## src/rtl/core/assert_macros.svh

```systemverilog
// Assertion helpers shared by the RTL.
`ifndef ASSERT_MACROS_SVH
`define ASSERT_MACROS_SVH

// Same-cycle implication, disabled during reset.
`define CWFP_ASSERT_IMPL(name, clk, rstn, ante, cons) \
  name: assert property (@(posedge clk) disable iff (!rstn) (ante) |-> (cons)) \
    else $error("cwfp check failed");

// Next-cycle implication, disabled during reset.
`define CWFP_ASSERT_NEXT(name, clk, rstn, ante, cons) \
  name: assert property (@(posedge clk) disable iff (!rstn) (ante) |=> (cons)) \
    else $error("cwfp check failed");

`endif

```

## src/rtl/core/cwfp_pkg.sv

```systemverilog
`default_nettype none
package cwfp_pkg;
  localparam int unsigned CoordW   = 32;
  localparam int unsigned NumPts   = 4;
  localparam int unsigned NumDets  = 4;
  localparam int unsigned NumLanes = 2 * NumDets;
  localparam int unsigned DiffW    = CoordW + 1;
  localparam int unsigned MagW     = CoordW;
  localparam int unsigned ProdW    = 2 * MagW;
  localparam int unsigned DetW     = ProdW + 3;
  localparam int unsigned DetMagW  = ProdW + 1;
  localparam int unsigned LoW      = 33;
  localparam int unsigned HiW      = DetMagW - LoW;
  localparam int unsigned RadW     = 2 * DetMagW;
  localparam int unsigned RootW    = DetMagW;
  localparam int unsigned RemW     = RootW + 1;
  localparam int unsigned NumShift = 15;
  localparam int unsigned NumW     = DetMagW + NumShift;
  localparam int unsigned QW       = 32;
  localparam int unsigned WeightW  = 32;
  localparam int unsigned StatusW  = 2;
  localparam int unsigned InDataW  = 2 * CoordW * NumPts;

  // Determinant columns: td, t0, t1, t2 (points B0, B1, B2, P = 0..3)
  localparam int unsigned DetA [NumDets] = '{0, 3, 0, 0};
  localparam int unsigned DetB [NumDets] = '{1, 1, 3, 1};
  localparam int unsigned DetC [NumDets] = '{2, 2, 2, 3};

  localparam logic [StatusW-1:0] StOk        = 2'd0;
  localparam logic [StatusW-1:0] StCollinear = 2'd1;
  localparam logic [StatusW-1:0] StZeroRoot  = 2'd2;
  localparam logic [StatusW-1:0] StSaturated = 2'd3;

  localparam logic [WeightW-1:0] WeightMax = 32'h7FFF_FFFF;
  localparam logic [WeightW-1:0] WeightMin = 32'h8000_0000;

  // Per-item flags that ride alongside the root and divider pipelines
  typedef struct packed {
    logic               tdz;
    logic               neg;
    logic [DetMagW-1:0] t1_mag;
  } cwfp_side_t;
endpackage
`default_nettype wire

```

## src/rtl/core/cwfp_skid.sv

```systemverilog
`default_nettype none
`include "assert_macros.svh"
// Output register plus skid register; upstream ready is registered.
module cwfp_skid (
  input  wire logic                                      clk_i,
  input  wire logic                                      rst_ni,
  input  wire logic                                      valid_i,
  output logic                                           ready_o,
  input  wire logic [cwfp_pkg::WeightW+cwfp_pkg::StatusW-1:0] data_i,
  output logic                                           valid_o,
  input  wire logic                                      ready_i,
  output logic [cwfp_pkg::WeightW+cwfp_pkg::StatusW-1:0] data_o
);
  import cwfp_pkg::*;

  localparam int unsigned DW = WeightW + StatusW;

  logic          out_valid_q, skid_valid_q;
  logic [DW-1:0] out_data_q, skid_data_q;
  logic          take;

  assign take    = out_valid_q & ready_i;
  assign ready_o = ~skid_valid_q;

  always_ff @(posedge clk_i or negedge rst_ni) begin
    if (!rst_ni) begin
      out_valid_q  <= 1'b0;
      skid_valid_q <= 1'b0;
    end else if (skid_valid_q) begin
      if (take) begin
        skid_valid_q <= 1'b0;
      end
    end else if (valid_i) begin
      if (out_valid_q && !ready_i) begin
        skid_valid_q <= 1'b1;
      end else begin
        out_valid_q <= 1'b1;
      end
    end else if (take) begin
      out_valid_q <= 1'b0;
    end
  end

  always_ff @(posedge clk_i) begin
    if (skid_valid_q) begin
      if (take) begin
        out_data_q <= skid_data_q;
      end
    end else if (valid_i) begin
      if (out_valid_q && !ready_i) begin
        skid_data_q <= data_i;
      end else begin
        out_data_q <= data_i;
      end
    end
  end

  assign valid_o = out_valid_q;
  assign data_o  = out_data_q;

  `CWFP_ASSERT_IMPL(a_skid_behind_out, clk_i, rst_ni, skid_valid_q, out_valid_q)
  `CWFP_ASSERT_NEXT(a_skid_drains, clk_i, rst_ni, skid_valid_q && ready_i, !skid_valid_q && out_valid_q)
endmodule
`default_nettype wire

```

## config.mk

```make
export PLATFORM = sky130hd
export DESIGN_NAME = cwfp_skid
export DESIGN_NICKNAME = d
export VERILOG_FILES = /design/src/rtl/core/cwfp_pkg.sv /design/src/rtl/core/cwfp_skid.sv
export VERILOG_INCLUDE_DIRS = /design/src /design/src/rtl/core
export SDC_FILE = /design/constraint.sdc
export NUM_CORES = 1
export LEC_CHECK = 0
export ABC_AREA = 1
export BUFFER_PORTS_ARGS = -buffer_cell sky130_fd_sc_hd__buf_2
export CAP_MARGIN = 20
export CORE_AREA = 2 2 86 67
export CTS_CLUSTER_SIZE = 10
export DETAILED_ROUTE_END_ITERATION = 12
export DIE_AREA = 0 0 88 69
export PLACE_DENSITY = 0.77
export SLEW_MARGIN = 10
export SYNTH_ARGS = -nofsm -noshare
export SYNTH_HDL_FRONTEND = slang
export SYNTH_SLANG_ARGS = --single-unit
```

## constraint.sdc

```tcl
create_clock -name clk_i -period 3.5 [get_ports clk_i]
set_clock_uncertainty 0.2 [all_clocks]
set_input_delay 0.525 -clock clk_i [delete_from_list [all_inputs] [get_ports clk_i]]
set_output_delay 0.525 -clock clk_i [all_outputs]
set_load 0.02 [all_outputs]
```

* After elaboration in Yosys (flattened, before gate mapping)
Index checks and enable logic that the tools add are counted.
** Word-level totals
- Output and inout bits :: 36
- Register bits after elaboration :: 70
- Input port bits :: 38
** Operators by class
- Bitwise logic cells :: 2
- Equality and inequality tests :: 3
- Mux-type cells :: 11
- Reductions and logical operators :: 7
** Operator list (number)
- 2-to-1 mux 34 bit :: 4
- AND reduction 3 bit :: 3
- 2-to-1 mux 1 bit :: 7
- inequality test 2 bit (second input constant) :: 2
- nonzero test 2 bit :: 2
- inequality test 2 x 1 -> 1 bit (second input constant) :: 1
- bitwise AND 1 bit :: 1
- logical AND 1 bit :: 1
- logical NOT 1 bit :: 1
- inverter 1 bit :: 1

* Longest topological paths before layout
- Word-level depth :: 5
- Mapped depth :: 4
- Gate-level depth less buffers :: 4

* Worst setup path before layout
No wires, ideal clock.
- Path type :: register -> register
- Start :: register out_valid_q (netlist: valid_o)
- End :: register out_data_q[0] (netlist: data_o[0]), enable pin
- Stages on the path, launching flop included :: 3
- Arrival :: 2.301 ns
- Setup time :: 0.436 ns
- Setup slack :: 0.563 ns
- Cells stage by stage :: dfrtp_1 > nand2_1 > a21oi_1
** Between the ends
- Cells in the longest elaborated chain, start to end :: 3
** Ends and longest elaborated chain
- start: declaration :: line cwfp_skid.sv:18 : logic out_valid_q, skid_valid_q;
- start signal: assignment :: line cwfp_skid.sv:27 : out_valid_q <= 1'b0;
- start signal: assignment :: line cwfp_skid.sv:37 : out_valid_q <= 1'b1;
- start signal: assignment :: line cwfp_skid.sv:40 : out_valid_q <= 1'b0;
- bitwise AND 1 bit / logical AND 1 bit (equally long branches) :: line cwfp_skid.sv:22, cwfp_skid.sv:50
- inequality test 2 x 1 -> 1 bit (no line) / inequality test 2 bit (equally long branches)
- AND reduction 3 bit (no line) (*)
- end signal: assignment :: line cwfp_skid.sv:47 : out_data_q <= skid_data_q;
- end signal: assignment :: line cwfp_skid.sv:53 : out_data_q <= data_i;
- end: declaration :: line cwfp_skid.sv:19 : logic [DW-1:0] out_data_q, skid_data_q;
Mark *: on every way between the ends. The rest lies on a longest branch, timed or not.
A chain may end at the register's enable or synchronous reset.

* Worst setup path in the final report
- Start :: register skid_valid_q
- End :: output ready_o
** Between the ends
- Cells in the longest elaborated chain, start to end :: 1
** Ends and longest elaborated chain
- start: declaration :: line cwfp_skid.sv:18
- start signal: assignment :: line cwfp_skid.sv:28 : skid_valid_q <= 1'b0;
- start signal: assignment :: line cwfp_skid.sv:31 : skid_valid_q <= 1'b0;
- start signal: assignment :: line cwfp_skid.sv:35 : skid_valid_q <= 1'b1;
- inverter 1 bit (no line)
- end: declaration :: line cwfp_skid.sv:8 : output logic ready_o,
No other way between the ends.

==> results.md <==
- IO Pins: 74
- Worst Setup Path Type: register to output port
- First-pass GRT wire length: around 7 mm
- Element type at the critical path end: output port
- Largest stage delay, worst path: 0.41 ns
- Cell area after synthesis: 2610 um^2
- Largest cells by area after synthesis: edfxtp_1, nand2_1, dfrtp_1
- Last weighted congestion value of the routability-driven placer: 0.752
- Via count normalized by instance count: 4.53
- Die Outline Area: 6070 um^2
- Yosys synthesis warning count: 0
- Cells traversed along the worst timing path: buf_4, inv_2, buf_4, buf_2
- Path type of the worst min-delay path: primary input to register
- Total via count after detailed routing: 1,608
- Height of the die: approximately 69 um
- Aggregate routed wire length: 4.40 mm
- Initial core utilization: 50.1%
- Period utilization: 68.0%
- Static leakage: 1.40 nW
- Proportion of layout cells with a drive suffix above 1: 32.1%
- Worst Path Required: 2.77 ns
- Placeable Area: 5210 um^2
- Count of nets after finishing: between 300 and 400
- Maximum fanout along the worst path: 35
- Final number of max-transition violations: 0
- Storage element area: around 2100 um^2
- Final min period: 2.38 ns
- Worst IR Drop VDD: 0.523 mV
- Arrival time reported for the critical path endpoint: 1.66 ns
- H-tree levels: 3
- Cells resized by post-CTS repair: 0
- Max-capacitance violation count: 0
- Initial drt markers: approximately 120
- Asr flop ratio synth: 2.86%
- #FFs+latches synth: 70
- Total routing usage reported by global routing: 16.0%
- Post-synthesis area per instance: 13.4 um^2
- Fraction of the yosys area taken by sequential cells: 80.1%
- Diodes inserted: 0
- Area of combinational cells with multiple inputs: roughly 440 um^2
- Setup TNS: 0 ns
- Actual transition at the worst max-transition pin: 0.616 ns
- Width of the die: 88 um
- Highest clock rate: 420 MHz
- Most frequently used cell type in the post-synthesis netlist: nand2_1
- Run status: completed
- Slowest stage cell, crit path: dfrtp_1
- Clock tree from TritonCTS: built
- Routed length per instance: about 12 um
- Number of enable-type register cells in the synthesized netlist: 68
- Worst skew pair latency: 0.33 ns
- Clock edge transition at the registers on the reported setup and hold paths: 0.06 ns
- Synth Instances: ~200
- Number of nets in the synthesized netlist: 233
- Largest delay share family, worst path: buffers and inverters
- Relative area change from synthesis to final layout: 22.3%
- TritonCTS Buffers: 9
- Number of detailed-routing iterations run before antenna repair: 4
- Count of buffers from port buffering: 73
- Filler cell count in the final layout: 419
- Total global routing overflow: 0
- Vias in the first global route: ~1,500
- Pwr per Cell Area: ~800 nW/um^2
- Unique masters post-synth: 12
- Antenna violations before repair: 0
- Worst setup SP type: register
- Post-detail-place hpwl: about 3.0 mm
- Slew Limit Headroom: between 50% and 60%
- Clock Path Buffers: 2
- Setup repair after global routing missed its margin: no
- Antenna Nets Post-Route: 0
- Final hold viol count: 0
- Total number of placement rows: 23
- Most Frequent Cell on Critical Path: buf_4
- Tot Pwr: 2.56 mW
- Core occupancy in the finished layout: 61.3%
- Library cell with the largest summed area after synthesis: edfxtp_1
- Commonest register cell after synthesis: edfxtp_1
- Root buffer selected by CTS: clkbuf_8
- Proportion of netlist area held by the largest area contributor: 78.2%
- List of most frequent post-synthesis cells: nand2_1, edfxtp_1, inv_1
- WP buf/inv: 4
- Remaining DRCs: 0
- Pin count of the biggest net entering global routing: 36
- Clk sinks: 70
- Final count of negative-setup-slack endpoints: 0
[state kept, by name, indices dropped and copies added, names as in the netlist]
| register | cells |
|---|---|
| skid_data_q | 34 |
| data_o | 34 |
| skid_valid_q | 1 |
| valid_o | 1 |
[per-layer routing]
metal  share of wire (%)  GRT usage (%)  wire [um]  vias up
li1                    -              -          -      812
met1                  46           21.4       2020      720
met2                  45           22.6       1990       70
met3                 8.0           8.14        353        6
met4                0.89           5.64         39        0
met5                   0              0          0        -
[what timing repair did]
item,4_1_cts,5_1_grt
hold buffers,1,0
endpoints found under the hold margin,2,0
setup buffers,0,0
[final timing paths]
kind	from	to	slack, ns	cells after the start
max	skid_valid_q	ready_o	1.12	4
min	data_i[6]	skid_data_q[6]	0.19	1
max reg2reg	skid_valid_q	data_o[23]	1.27	5
min reg2reg	skid_data_q[10]	data_o[10]	0.31	2
max in group asynchronous	rst_ni	skid_valid_q	2.70	2
min in group asynchronous	rst_ni	valid_o	0.30	2
[per-stage QoR]
stage	setup WS, ns	cell area (um^2)	hold WS [ns]	cells
finish	1.12	3190	0.187	355
global route	1.00	3190	0.159	355
global placement	1.29	3040	0.111	340
CTS	1.10	3190	0.165	355
detailed placement	1.24	3040	0.112	340
floorplan	0.563	2610	0.0294	195
[area by class of cell]
cell class              count  area share, %
clock buffers              11           4.11
clock inverters             3          0.431
inverters                   5          0.588
multi-input cells         113           13.7
flip-flops and latches     70           65.5
well taps                  75           2.94
repair buffers             78           12.7
[placed cells by master, fill, tap and decap left out, drive strengths merged]
master	Yosys	layout
inv	5	5
nand3	1	1
dfrtp	2	2
clkbuf	0	11
edfxtp	68	68
nor2	2	2
dlygate4sd3	0	1
buf	7	77
nand2	109	109
a21oi	1	1
clkinv	0	3
[power by group]
part / internal, mW / switching [mW]
clock: 0.245 / 0.256
sequential: 1.22 / 0.0558
combinational: 0.220 / 0.566
total: 1.69 / 0.878
[kinds of logic (layout without fill, tap and decap cells)]
family                 after synthesis  count (layout)  synth area share, %
flip-flops                          70              70                 80.1
buffers and inverters               12              97                 3.55
AO/OA/AOI/OAI                        1               1                0.191
AND/OR/NAND/NOR                    112             112                 16.1
Note: power is estimated with default switching activity, not from simulation.
